$ cat src/nsdm_pkg.sv
// Package with the shared types and constants of the nonuniform-grid mixing core.
`default_nettype none
package nsdm_pkg;

	localparam int MAX_POINTS_DEFAULT = 1024;

	localparam int POS_W   = 17;
	localparam int CHI_W   = 32;
	localparam int IDX_W   = 10;
	localparam int TERM_W  = 48;
	localparam int ADDR_W  = 4;
	localparam int DATA_W  = 32;

	localparam int DIFF_W  = POS_W + 1;
	localparam int SUM_W   = POS_W + 2;
	localparam int MULA_W  = 37;
	localparam int MULB_W  = 19;
	localparam int PROD_W  = MULA_W + MULB_W;
	localparam int NABS_W  = 36;
	localparam int DEN_W   = 52;
	localparam int DVD_W   = 84;
	localparam int QR_W    = DVD_W + 1;
	localparam int DIV_STEPS = DVD_W / 2;
	localparam int DCNT_W  = $clog2(DIV_STEPS);

	localparam logic [POS_W-1:0]  ONE_Q16   = POS_W'(65536);
	localparam logic [TERM_W-1:0] POS_LIMIT = 48'h7FFF_FFFF_FFFF;
	localparam logic [TERM_W-1:0] NEG_LIMIT = 48'h8000_0000_0000;

	localparam logic [1:0] REG_ENABLE = 2'd0;
	localparam logic [1:0] REG_LEFT   = 2'd1;
	localparam logic [1:0] REG_RIGHT  = 2'd2;

	typedef enum logic [3:0] {
		ST_IDLE,
		ST_FIRST,
		ST_TAIL,
		ST_DIFF,
		ST_MUL1,
		ST_MUL2,
		ST_MUL3,
		ST_MUL4,
		ST_MUL5,
		ST_MUL6,
		ST_PREP,
		ST_DIV,
		ST_ROUND
	} nsdm_state_t;

endpackage
`default_nettype wire

$ cat src/nonuniform_second_derivative_mixing_core.sv
// Top level of the nonuniform-grid second-derivative mixing core.
// Grid points of a profile enter on the input channel (in_valid, in_stall); each
// word carries position, sample value, dissipation and a last-point flag. The
// term of a point leaves on the output channel (out_valid, out_stall) when its
// right neighbour has arrived, so results lag one point and the last point of a
// profile gives two words. The APB port writes enable and both boundary values.
// Each result runs through one shared 37x19 multiplier (ST_MUL1 to ST_MUL6)
// and one shared divider that retires two quotient bits a cycle (ST_PREP,
// ST_DIV), then ST_ROUND; an input point goes through ST_FIRST and ST_TAIL
// besides each result it causes. Zero spacing skips the arithmetic.
// The input is stalled while a point is being worked on; with enable low a word
// is taken and dropped. A finished word sits in the output register while the
// block takes the next point; the sequencer waits only if a second word is done
// before the first one leaves. Reset clears the sequencer and the output valid,
// empties the profile state and sets enable to one and both boundaries to zero.
`default_nettype none
module nonuniform_second_derivative_mixing_core #(
	parameter int MAX_POINTS = nsdm_pkg::MAX_POINTS_DEFAULT
) (
	input  wire logic                         clk,
	input  wire logic                         arst_n,
	input  wire logic                         psel,
	input  wire logic                         penable,
	input  wire logic                         pwrite,
	input  wire logic [nsdm_pkg::ADDR_W-1:0]  paddr,
	input  wire logic [nsdm_pkg::DATA_W-1:0]  pwdata,
	output logic      [nsdm_pkg::DATA_W-1:0]  prdata,
	output logic                              pready,
	input  wire logic                         in_valid,
	output logic                              in_stall,
	input  wire logic [nsdm_pkg::POS_W-1:0]   position,
	input  wire logic [nsdm_pkg::POS_W-1:0]   sample_value,
	input  wire logic [nsdm_pkg::CHI_W-1:0]   dissipation,
	input  wire logic                         last_point,
	output logic                              out_valid,
	input  wire logic                         out_stall,
	output logic      [nsdm_pkg::IDX_W-1:0]   point_index,
	output logic signed [nsdm_pkg::TERM_W-1:0] mixing_term,
	output logic                              saturated,
	output logic                              spacing_error,
	output logic                              last_result
);
	import nsdm_pkg::*;

	localparam int CNT_W = $clog2(MAX_POINTS);
	localparam int EXT_W = (CNT_W > IDX_W) ? CNT_W : IDX_W;

	nsdm_state_t state_q, state_d;

	logic             enable_q;
	logic [POS_W-1:0] left_q, right_q;

	logic             in_last_q;
	logic [POS_W-1:0] in_pos_q, in_val_q;
	logic [CHI_W-1:0] in_chi_q;

	logic             holding_q;
	logic [CNT_W-1:0] cnt_q;
	logic [POS_W-1:0] prev_pos_q, prev_val_q, held_pos_q, held_val_q;
	logic [CHI_W-1:0] held_chi_q;

	logic [POS_W-1:0] e_xm_q, e_ym_q, e_x_q, e_y_q, e_xp_q, e_yp_q;
	logic [CHI_W-1:0] e_chi_q;
	logic [CNT_W-1:0] e_idx_q;
	logic             e_last_q;

	logic signed [DIFF_W-1:0] dp_d, dm_d, dyp_d, dym_d;
	logic signed [SUM_W-1:0]  sum_d;
	logic signed [DIFF_W-1:0] dp_q, dm_q, dyp_q, dym_q;
	logic signed [SUM_W-1:0]  sum_q;
	logic                     err_q;

	logic signed [MULA_W-1:0] mul_a;
	logic signed [MULB_W-1:0] mul_b;
	logic signed [PROD_W-1:0] prod_q;
	logic        [PROD_W-1:0] acc_q;
	logic signed [MULA_W-1:0] num_d;
	logic        [NABS_W-1:0] num_abs_q;
	logic                     num_neg_q;
	logic                     neg_q;
	logic signed [PROD_W-1:0] den_abs_d;
	logic        [DEN_W-1:0]  d_q;
	logic        [DVD_W-17:0] mag_d;

	logic [DVD_W-1:0]  dq_q;
	logic [DEN_W-1:0]  rem_q;
	logic [DCNT_W-1:0] dcnt_q;
	logic [DEN_W:0]    r2a, r2b;
	logic              gea, geb;
	logic [DEN_W-1:0]  ra;
	logic [DVD_W-1:0]  dq_next;
	logic [DEN_W-1:0]  rem_next;

	logic              rnd;
	logic [QR_W-1:0]   q_rnd;
	logic [TERM_W-1:0] limit;
	logic              sat_d;
	logic [TERM_W-1:0] mag48;
	logic [TERM_W-1:0] term_d;

	logic              cfg_wr;
	logic              in_acc;
	logic              out_load;
	logic [CNT_W-1:0]  cnt_inc;
	logic [EXT_W-1:0]  idx_ext;

	logic              out_valid_q;
	logic [CNT_W-1:0]  o_idx_q;
	logic [TERM_W-1:0] o_term_q;
	logic              o_sat_q, o_err_q, o_last_q;

	// Configuration registers.
	assign pready = 1'b1;
	assign cfg_wr = psel && penable && pwrite;

	always_ff @(posedge clk or negedge arst_n) begin
		if (!arst_n) begin
			enable_q <= 1'b1;
			left_q   <= '0;
			right_q  <= '0;
		end else if (cfg_wr) begin
			unique case (paddr[3:2])
				REG_ENABLE: enable_q <= pwdata[0];
				REG_LEFT:   left_q   <= pwdata[POS_W-1:0];
				REG_RIGHT:  right_q  <= pwdata[POS_W-1:0];
				default:    ;
			endcase
		end
	end

	always_comb begin
		unique case (paddr[3:2])
			REG_ENABLE: prdata = DATA_W'(enable_q);
			REG_LEFT:   prdata = DATA_W'(left_q);
			REG_RIGHT:  prdata = DATA_W'(right_q);
			default:    prdata = '0;
		endcase
	end

	// Sequencer.
	assign in_acc   = in_valid && !in_stall;
	assign out_load = (state_q == ST_ROUND) && (!out_valid_q || !out_stall);

	always_comb begin
		state_d = state_q;
		unique case (state_q)
			ST_IDLE:  if (in_valid && enable_q) state_d = ST_FIRST;
			ST_FIRST: state_d = holding_q ? ST_DIFF : ST_TAIL;
			ST_TAIL:  state_d = in_last_q ? ST_DIFF : ST_IDLE;
			ST_DIFF:  state_d = (dp_d == '0 || dm_d == '0 || sum_d == '0) ? ST_ROUND : ST_MUL1;
			ST_MUL1:  state_d = ST_MUL2;
			ST_MUL2:  state_d = ST_MUL3;
			ST_MUL3:  state_d = ST_MUL4;
			ST_MUL4:  state_d = ST_MUL5;
			ST_MUL5:  state_d = ST_MUL6;
			ST_MUL6:  state_d = ST_PREP;
			ST_PREP:  state_d = ST_DIV;
			ST_DIV:   if (dcnt_q == '0) state_d = ST_ROUND;
			ST_ROUND: if (out_load) state_d = e_last_q ? ST_IDLE : ST_TAIL;
			default:  state_d = ST_IDLE;
		endcase
	end

	always_comb begin
		in_stall = (state_q != ST_IDLE);
		mul_a    = '0;
		mul_b    = '0;
		unique case (state_q)
			ST_MUL1: begin
				mul_a = MULA_W'(dyp_q);
				mul_b = MULB_W'(dm_q);
			end
			ST_MUL2: begin
				mul_a = MULA_W'(dym_q);
				mul_b = MULB_W'(dp_q);
			end
			ST_MUL3: begin
				mul_a = MULA_W'(dp_q);
				mul_b = MULB_W'(dm_q);
			end
			ST_MUL4: begin
				mul_a = $signed(prod_q[MULA_W-1:0]);
				mul_b = sum_q;
			end
			ST_MUL5: begin
				mul_a = $signed({1'b0, num_abs_q});
				mul_b = $signed({3'b000, e_chi_q[15:0]});
			end
			ST_MUL6: begin
				mul_a = $signed({1'b0, num_abs_q});
				mul_b = $signed({3'b000, e_chi_q[31:16]});
			end
			default: ;
		endcase
	end

	always_ff @(posedge clk or negedge arst_n) begin
		if (!arst_n) begin
			state_q <= ST_IDLE;
		end else begin
			state_q <= state_d;
		end
	end

	// Profile state.
	assign cnt_inc = (cnt_q == CNT_W'(MAX_POINTS - 1)) ? '0 : cnt_q + 1'b1;

	always_ff @(posedge clk or negedge arst_n) begin
		if (!arst_n) begin
			holding_q <= 1'b0;
			cnt_q     <= '0;
		end else if (state_q == ST_FIRST) begin
			holding_q <= 1'b1;
			cnt_q     <= holding_q ? cnt_inc : '0;
		end else if (state_q == ST_TAIL && in_last_q) begin
			holding_q <= 1'b0;
			cnt_q     <= '0;
		end
	end

	always_ff @(posedge clk) begin
		if (in_acc) begin
			in_pos_q  <= position;
			in_val_q  <= sample_value;
			in_chi_q  <= dissipation;
			in_last_q <= last_point;
		end
		if (state_q == ST_FIRST) begin
			held_pos_q <= in_pos_q;
			held_val_q <= in_val_q;
			held_chi_q <= in_chi_q;
			if (holding_q) begin
				e_xm_q     <= prev_pos_q;
				e_ym_q     <= prev_val_q;
				e_x_q      <= held_pos_q;
				e_y_q      <= held_val_q;
				e_chi_q    <= held_chi_q;
				e_xp_q     <= in_pos_q;
				e_yp_q     <= in_val_q;
				e_idx_q    <= cnt_q;
				e_last_q   <= 1'b0;
				prev_pos_q <= held_pos_q;
				prev_val_q <= held_val_q;
			end else begin
				prev_pos_q <= '0;
				prev_val_q <= left_q;
			end
		end
		if (state_q == ST_TAIL && in_last_q) begin
			e_xm_q   <= prev_pos_q;
			e_ym_q   <= prev_val_q;
			e_x_q    <= held_pos_q;
			e_y_q    <= held_val_q;
			e_chi_q  <= held_chi_q;
			e_xp_q   <= ONE_Q16;
			e_yp_q   <= right_q;
			e_idx_q  <= cnt_q;
			e_last_q <= 1'b1;
		end
	end

	// Spacings and the shared multiplier.
	assign dp_d  = $signed({1'b0, e_xp_q}) - $signed({1'b0, e_x_q});
	assign dm_d  = $signed({1'b0, e_x_q}) - $signed({1'b0, e_xm_q});
	assign dyp_d = $signed({1'b0, e_yp_q}) - $signed({1'b0, e_y_q});
	assign dym_d = $signed({1'b0, e_y_q}) - $signed({1'b0, e_ym_q});
	assign sum_d = $signed({dp_d[DIFF_W-1], dp_d}) + $signed({dm_d[DIFF_W-1], dm_d});

	assign num_d     = $signed(acc_q[MULA_W-1:0]) - $signed(prod_q[MULA_W-1:0]);
	assign den_abs_d = prod_q[PROD_W-1] ? -prod_q : prod_q;
	assign mag_d     = {prod_q[50:0], 16'h0000} + (DVD_W-16)'(acc_q[DEN_W-1:0]);

	always_ff @(posedge clk) begin
		if (state_q == ST_DIFF) begin
			dp_q  <= dp_d;
			dm_q  <= dm_d;
			dyp_q <= dyp_d;
			dym_q <= dym_d;
			sum_q <= sum_d;
			err_q <= (dp_d == '0 || dm_d == '0 || sum_d == '0);
		end
		if (state_q == ST_MUL1 || state_q == ST_MUL2 || state_q == ST_MUL3 ||
				state_q == ST_MUL4 || state_q == ST_MUL5 || state_q == ST_MUL6) begin
			prod_q <= mul_a * mul_b;
		end
		if (state_q == ST_MUL2 || state_q == ST_MUL6) begin
			acc_q <= prod_q;
		end
		if (state_q == ST_MUL3) begin
			num_neg_q <= num_d[MULA_W-1];
			num_abs_q <= num_d[MULA_W-1] ? NABS_W'(-num_d) : NABS_W'(num_d);
		end
		if (state_q == ST_MUL5) begin
			d_q   <= den_abs_d[DEN_W-1:0];
			neg_q <= num_neg_q ^ prod_q[PROD_W-1];
		end
	end

	// Divider, two restoring steps a cycle.
	always_comb begin
		r2a      = {rem_q, dq_q[DVD_W-1]};
		gea      = (r2a >= {1'b0, d_q});
		ra       = gea ? DEN_W'(r2a - {1'b0, d_q}) : r2a[DEN_W-1:0];
		r2b      = {ra, dq_q[DVD_W-2]};
		geb      = (r2b >= {1'b0, d_q});
		rem_next = geb ? DEN_W'(r2b - {1'b0, d_q}) : r2b[DEN_W-1:0];
		dq_next  = {dq_q[DVD_W-3:0], gea, geb};
	end

	always_ff @(posedge clk or negedge arst_n) begin
		if (!arst_n) begin
			dcnt_q <= '0;
		end else if (state_q == ST_PREP) begin
			dcnt_q <= DCNT_W'(DIV_STEPS - 1);
		end else if (state_q == ST_DIV) begin
			dcnt_q <= dcnt_q - 1'b1;
		end
	end

	always_ff @(posedge clk) begin
		if (state_q == ST_PREP) begin
			dq_q  <= {mag_d, 16'h0000};
			rem_q <= '0;
		end else if (state_q == ST_DIV) begin
			dq_q  <= dq_next;
			rem_q <= rem_next;
		end
	end

	// Rounding, saturation and sign.
	always_comb begin
		rnd    = ({1'b0, rem_q} >= ({1'b0, d_q} - {1'b0, rem_q}));
		q_rnd  = {1'b0, dq_q} + QR_W'(rnd);
		limit  = neg_q ? NEG_LIMIT : POS_LIMIT;
		sat_d  = (q_rnd > QR_W'(limit));
		mag48  = sat_d ? limit : q_rnd[TERM_W-1:0];
		term_d = neg_q ? -mag48 : mag48;
	end

	// Output register.
	always_ff @(posedge clk or negedge arst_n) begin
		if (!arst_n) begin
			out_valid_q <= 1'b0;
		end else if (out_load) begin
			out_valid_q <= 1'b1;
		end else if (!out_stall) begin
			out_valid_q <= 1'b0;
		end
	end

	always_ff @(posedge clk) begin
		if (out_load) begin
			o_idx_q  <= e_idx_q;
			o_term_q <= err_q ? '0 : term_d;
			o_sat_q  <= err_q ? 1'b0 : sat_d;
			o_err_q  <= err_q;
			o_last_q <= e_last_q;
		end
	end

	assign idx_ext       = EXT_W'(o_idx_q);
	assign out_valid     = out_valid_q;
	assign point_index   = idx_ext[IDX_W-1:0];
	assign mixing_term   = $signed(o_term_q);
	assign saturated     = o_sat_q;
	assign spacing_error = o_err_q;
	assign last_result   = o_last_q;

`ifndef SYNTHESIS
	a_err_zero: assert property (@(posedge clk) disable iff (!arst_n)
		out_valid && spacing_error |-> mixing_term == '0 && !saturated)
		else $error("spacing error word carries a nonzero term");

	a_sat_limit: assert property (@(posedge clk) disable iff (!arst_n)
		out_valid && saturated |->
			o_term_q == POS_LIMIT || o_term_q == NEG_LIMIT)
		else $error("saturated word is not at a limit");

	a_last_clears: assert property (@(posedge clk) disable iff (!arst_n)
		out_load && e_last_q |=> !holding_q && state_q == ST_IDLE)
		else $error("profile state still held after its last word");

	a_div_done: assert property (@(posedge clk) disable iff (!arst_n)
		state_q == ST_DIV && dcnt_q == '0 |=> state_q == ST_ROUND)
		else $error("divider did not finish on its last step");
`endif

endmodule
`default_nettype wire
$ cat config.mk
export PLATFORM = sky130hd
export DESIGN_NAME = nonuniform_second_derivative_mixing_core
export DESIGN_NICKNAME = d
export VERILOG_FILES = /design/src/nsdm_pkg.sv /design/src/nonuniform_second_derivative_mixing_core.sv
export SDC_FILE = /design/constraint.sdc
export NUM_CORES = 2
export LEC_CHECK = 0
export BUFFER_PORTS_ARGS = -buffer_cell sky130_fd_sc_hd__buf_4
export CORE_UTILIZATION = 31
export CTS_BUF_LIST = sky130_fd_sc_hd__clkbuf_4
export CTS_CLUSTER_DIAMETER = 100
export CTS_CLUSTER_SIZE = 20
export DETAILED_ROUTE_END_ITERATION = 10
export MAX_ROUTING_LAYER = met4
export PLACE_DENSITY = 0.54
export REMOVE_ABC_BUFFERS = 1
export SLEW_MARGIN = 20
export SYNTH_ARGS = -nofsm -noshare
export SYNTH_HDL_FRONTEND = slang
export SYNTH_SLANG_ARGS = --single-unit
$ cat constraint.sdc
create_clock -name clk -period 18.6 [get_ports clk]
set_input_delay 3.72 -clock clk [delete_from_list [all_inputs] [get_ports clk]]
set_output_delay 3.72 -clock clk [all_outputs]
set_load 0.005 [all_outputs]
# Yosys cells after proc, flatten, opt, wreduce, memory -nomap -nowiden
# Index checks and enable logic that the tools add are counted.
[op_classes]
addsub = 16
n_mul = 1
n_lt_le_gt_ge = 4
n_eq_ne = 19
n_mux = 52
n_bitwise = 1
reduce_logical = 36
[op_table]
columns = ["op", "n"]
rows = [
  ["2-to-1 mux 17 bit", 16],
  ["case mux 37 bit (5 select lines)", 1],
  ["2-to-1 mux 84 bit", 2],
  ["2-to-1 mux 52 bit", 3],
  ["2-to-1 mux 48 bit", 3],
  ["greater-or-equal comparator 53 x 52 -> 1 bit", 2],
  ["subtractor 52 bit", 2],
  ["2-to-1 mux 32 bit", 3],
  ["case mux 19 bit (5 select lines)", 1],
  ["adder 84 x 1 -> 85 bit", 1],
  ["greater-than comparator 85 x 48 -> 1 bit", 1],
  ["subtractor 17 x 17 -> 18 bit", 4],
  ["2-to-1 mux 10 bit", 7],
  ["adder 67 x 52 -> 68 bit", 1],
  ["multiplier 37 x 19 -> 56 bit", 1],
  ["greater-or-equal comparator 52 x 53 -> 1 bit", 1],
  ["subtractor 52 x 52 -> 53 bit", 1],
  ["negator 52 bit", 1],
  ["case mux 4 bit (13 select lines)", 1],
  ["case mux 17 bit (3 select lines)", 1],
  ["negator 48 bit", 1],
  ["subtractor 37 bit", 1],
  ["zero test 18 bit", 2],
  ["2-to-1 mux 36 bit", 1],
  ["30 further kinds", 71],
]
[totals]
reg_bits = 856
inputBits = 110
out_inout_bits = 96

# Logic depth before layout (Yosys ltp)
[depth]
word_depth = 7
depth_mapped = 60

# Worst setup path after synthesis
# No wires, ideal clock.
[synth_timing]
path_kind = "register to register"
from = "register state_q[2]"
to = "register e_chi_q[0], enable pin"
setup_time_ns = 0.491
arrival_ns = 11.514
setup_slack_ns = 6.595
stages_incl_launch_ff = 5
synth_period_minus_slack_ns = 12.005
path_cell_list = "dfrtp_1 clkbuf_1 nor3_1 nand2_1 nand2_1"
[synth_via]
elab_chain_len = 4
elab_cells_between_ends = 6
classes_between = "2 x eq/ne; 4 x reduce/logical"
[synth_lines]
columns = ["element", "line", "text"]
rows = [
  ["start, declared", "nonuniform_second_derivative_mixing_core.sv:48", "nsdm_state_t state_q, state_d;"],
  ["start signal, assigned", "nonuniform_second_derivative_mixing_core.sv:201", "state_q <= state_d;"],
  ["equality test 4 x 2 -> 1 bit", "nonuniform_second_derivative_mixing_core.sv:249", "if (state_q == ST_TAIL && in_last_q) begin"],
  ["logical AND 1 bit", "nonuniform_second_derivative_mixing_core.sv:249", ""],
  ["nonzero test 2 bit (no line)", "-", ""],
  ["AND reduction 2 bit (no line) *", "-", ""],
  ["end signal, assigned", "nonuniform_second_derivative_mixing_core.sv:237", "e_chi_q <= held_chi_q;"],
  ["end signal, assigned", "nonuniform_second_derivative_mixing_core.sv:254", "e_chi_q <= held_chi_q;"],
  ["end, declared", "nonuniform_second_derivative_mixing_core.sv:63", "logic [CHI_W-1:0] e_chi_q;"],
]
# Every way passes the cells marked *; elsewhere a longest branch is shown, timed or not.
# A chain may end at the register's enable or synchronous reset.

# Worst setup path after layout
[layout_timing]
from = "register rem_q[0]"
to = "register o_term_q[42], in the netlist mixing_term[42], data pin"
[layout_via]
elab_chain_len = 7
[layout_lines]
columns = ["element", "line", "text"]
rows = [
  ["start, declared", "nonuniform_second_derivative_mixing_core.sv:86", "logic [DEN_W-1:0] rem_q;"],
  ["start signal, assigned", "nonuniform_second_derivative_mixing_core.sv:326", "rem_q <= rem_next;"],
  ["subtractor 52 x 52 -> 53 bit", "nonuniform_second_derivative_mixing_core.sv:332", "rnd = ({1'b0, rem_q} >= ({1'b0, d_q} - {1'b0, rem_q}));"],
  ["greater-or-equal comparator 52 x 53 -> 1 bit *", "nonuniform_second_derivative_mixing_core.sv:332", ""],
  ["adder 84 x 1 -> 85 bit *", "nonuniform_second_derivative_mixing_core.sv:333", "q_rnd = {1'b0, dq_q} + QR_W'(rnd);"],
  ["greater-than comparator 85 x 48 -> 1 bit", "nonuniform_second_derivative_mixing_core.sv:335", "sat_d = (q_rnd > QR_W'(limit));"],
  ["2-to-1 mux 48 bit *", "nonuniform_second_derivative_mixing_core.sv:336", "mag48 = sat_d ? limit : q_rnd[TERM_W-1:0];"],
  ["negator 48 bit", "nonuniform_second_derivative_mixing_core.sv:337", "term_d = neg_q ? -mag48 : mag48;"],
  ["2-to-1 mux 48 bit *", "nonuniform_second_derivative_mixing_core.sv:337", ""],
  ["end signal, assigned", "nonuniform_second_derivative_mixing_core.sv:354", "o_term_q <= err_q ? '0 : term_d;"],
  ["end, declared", "nonuniform_second_derivative_mixing_core.sv:109", "logic [TERM_W-1:0] o_term_q;"],
]
# Marks and branches as above.

==> out/metrics.cfg <==
[cts]
htreeDepth=2
ctsHoldBuffers=0
post-cts-setup-buffer-count=0
clockRootBuffer=clkbuf_4
clk_latency_ps=1220
cts_tree=yes
ctsResizeCount=0
path_clk_slew_ps=230
clkSinkCount=853
clk_path_buf_depth=3
cts_buffers=57

[synth]
yosys-mux-area-fraction=0.0192
synth_compound_area_frac=0.132
ys_warn_count=0
synthAdderAreaFrac=0.268
yosys.area_share.xor_xnor=0.0513
synth_top_family_by_area=adder cells
yosys.area_share.simple=0.148
syn_area_per_cell_um2=9.56
synth-seq-cells=853
netlist_instances=8125
synth_edf_count=710
synthFlopType=edfxtp_1
synth.distinct_cells=89
async_reset_ff_frac=0.0668
yosysSeqAreaShare=0.315
netlist_area_um2=77700

[global_routing]
antenna_found_initial=8
grt_util_all_layers=0.190
grt_max_degree=105
grt_overflow=0
grt_pass1_vias=60700
grt_pass1_wl_um=362000

[routing]
avgViaCountPerCell=5.14
drt_first_pass_iters=8
antenna_left=0
first_iter_violations=4603
drc=0
wirelength_um=234000
via_count=59200
post_drt_wl_per_cell_um=20.3

[worst_hold_path]
whs_endpoint=point_index[1]
hp-class=reg -> reg
worstHoldStart=e_idx_q[1]
holdPathStages=0

[layout]
final_cells=11500
syn2layout_area_growth_pct=7.89
final_common_cell=inv_1
drive_above_1_share=0.0614
nets=9504
final_cell_mix=1007 x inv_1, 1002 x nand2_1, 710 x edfxtp_1

[floorplanning]
fp.dieH_um=503
die-area_um2=253000
io_pins=206
initial_utilization=0.312
coreArea_um2=249000
rows=183
die_x_um=503

[run]
drv_cap=0

[sta]
fin_crit_ps=15260
clock_skew_ps=128
relSlewSlack=0.0981
rsz0062_at_grt=no
fmax_mhz=65.5
tightest_slew_ps=1350
setup_viol=0
hold_viol=0
final_max_slew_viol_count=0
period_share=0.821
tns_ps=0

[critical_path]
path_max_fanout=7
r2r_setup_slack_ps=3340
crit_arrival_ps=16180
start_kind=register
critical_path.top_delay_family=compound AO/OA/AOI/OAI gates
slowest_stage=a2111oi_1
crit_type=reg -> reg
worstPathRequired_ps=19520
slowest_delay_ps=1150
cp_num_buf_inv=2
crit_path_end_kind=register
critPathMostFrequentCell=ha_1
rr_worst_depth=54
reg2reg_from=rem_q[0]
rr_endpoint=mixing_term[42]

[placement]
post-place-cells=11400
dpl.hpwl_um=183000
io_buffers=172
gp_congestion=0.944

[pwr]
p_leak_nw=36.5
peakVddDrop_mv=0.0573
finalPower_w=0.00310
p_per_area_nw_per_um2=36.9

[run_status]
status=complete, no violations

state kept, by name, indices dropped and copies added (netlist names), 18 cells and up:
name	flops
mixing_term	48
acc_q	52
dym_q	18
sum_q	19
d_q	52
rem_q	52
in_chi_q	32
dyp_q	18
dq_q	84
dp_q	18
held_chi_q	32
prod_q	53
dm_q	18
e_chi_q	32
num_abs_q	36
synthesized netlist by cell type (22+ instances only):
cell type	instances	area share
dfrtp_1	56	0.018
edfxtp_1	710	0.27
or4_1	26	0.0025
a221oi_1	39	0.0044
nor3_1	104	0.0067
mux2_2	56	0.0081
nand2_1	1010	0.049
a21o_1	205	0.020
nand3_1	193	0.012
a31oi_1	39	0.0031
and3_1	78	0.0063
a21oi_1	463	0.030
clkbuf_1	272	0.013
inv_1	1007	0.049
a211oi_1	45	0.0043
o211ai_1	22	0.0021
a221o_1	27	0.0035
nor2b_1	68	0.0055
and2_1	52	0.0042
nand4_1	112	0.0090
dfxtp_1	86	0.022
xor2_1	134	0.015
nor4_1	42	0.0034
o21a_1	57	0.0055
o21bai_1	63	0.0061
a21boi_0	30	0.0029
xnor2_1	321	0.036
ha_1	571	0.092
or2_2	22	0.0018
o22ai_1	40	0.0032
o21ai_0	308	0.020
and4_1	40	0.0045
a22oi_1	41	0.0040
or3_1	46	0.0037
nand2b_1	80	0.0064
fa_1	685	0.18
o31ai_1	42	0.0041
mux2i_1	86	0.011
nor2_1	570	0.028
metal layers:
layer  global-route usage  up-vias  routed length [um]
li1                     -    27900                   -
met1                0.246    29500              104000
met2                0.313     1561              112000
met3               0.0214      279               12000
met4               0.0531        0                6680
met5                    -        -                   0
metrics by stage:
step,instance area (um^2),utilization,setup WS (ps),hold WS (ps)
4_1_cts,83800,0.337,3600,396
3_3_place_gp,82800,0.333,3580,402
3_5_place_dp,82800,0.333,3660,405
5_1_grt,83800,0.337,2480,389
6_report,83800,0.337,3340,394
2_1_floorplan,76400,-,2230,400
cell families after synthesis:
kind of cell | count (synthesis)
flip-flops | 853
AO/OA/AOI/OAI | 1587
multiplexers | 142
buffers and inverters | 1337
other | 2
adder cells (fa/ha/maj) | 1256
XOR/XNOR | 455
AND/OR/NAND/NOR | 2493
layout make-up:
class	instances	area [um^2]
antenna	12	30.0
fill	25500	165000
multi-input combinational	5949	48400
clock inverter	24	332
timing repair buffer	267	2020
clock buffer	83	623
tap	3330	4170
sequential	853	24500
inverter	1010	3800
where the power goes:
part	leakage [nW]	total (W)	switching, W	internal, W
Clock	0.539	0.000956	0.000684	0.000272
Combinational	28.1	0.0000630	0.0000209	0.0000420
Sequential	7.90	0.00208	0.0000145	0.00206
worst max-delay path by stage:
stage                 endpoint  slack, ps  cells past startpoint        from
2_1_floorplan       prod_q[50]       2230                     30  state_q[0]
3_3_place_gp   mixing_term[42]       3580                     55      d_q[0]
3_5_place_dp   mixing_term[42]       3660                     55      d_q[0]
4_1_cts        mixing_term[42]       3600                     54    rem_q[0]
5_1_grt        mixing_term[42]       2480                     54    rem_q[0]
6_report       mixing_term[42]       3340                     54    rem_q[0]
Note: power is estimated with default switching activity, not from simulation.
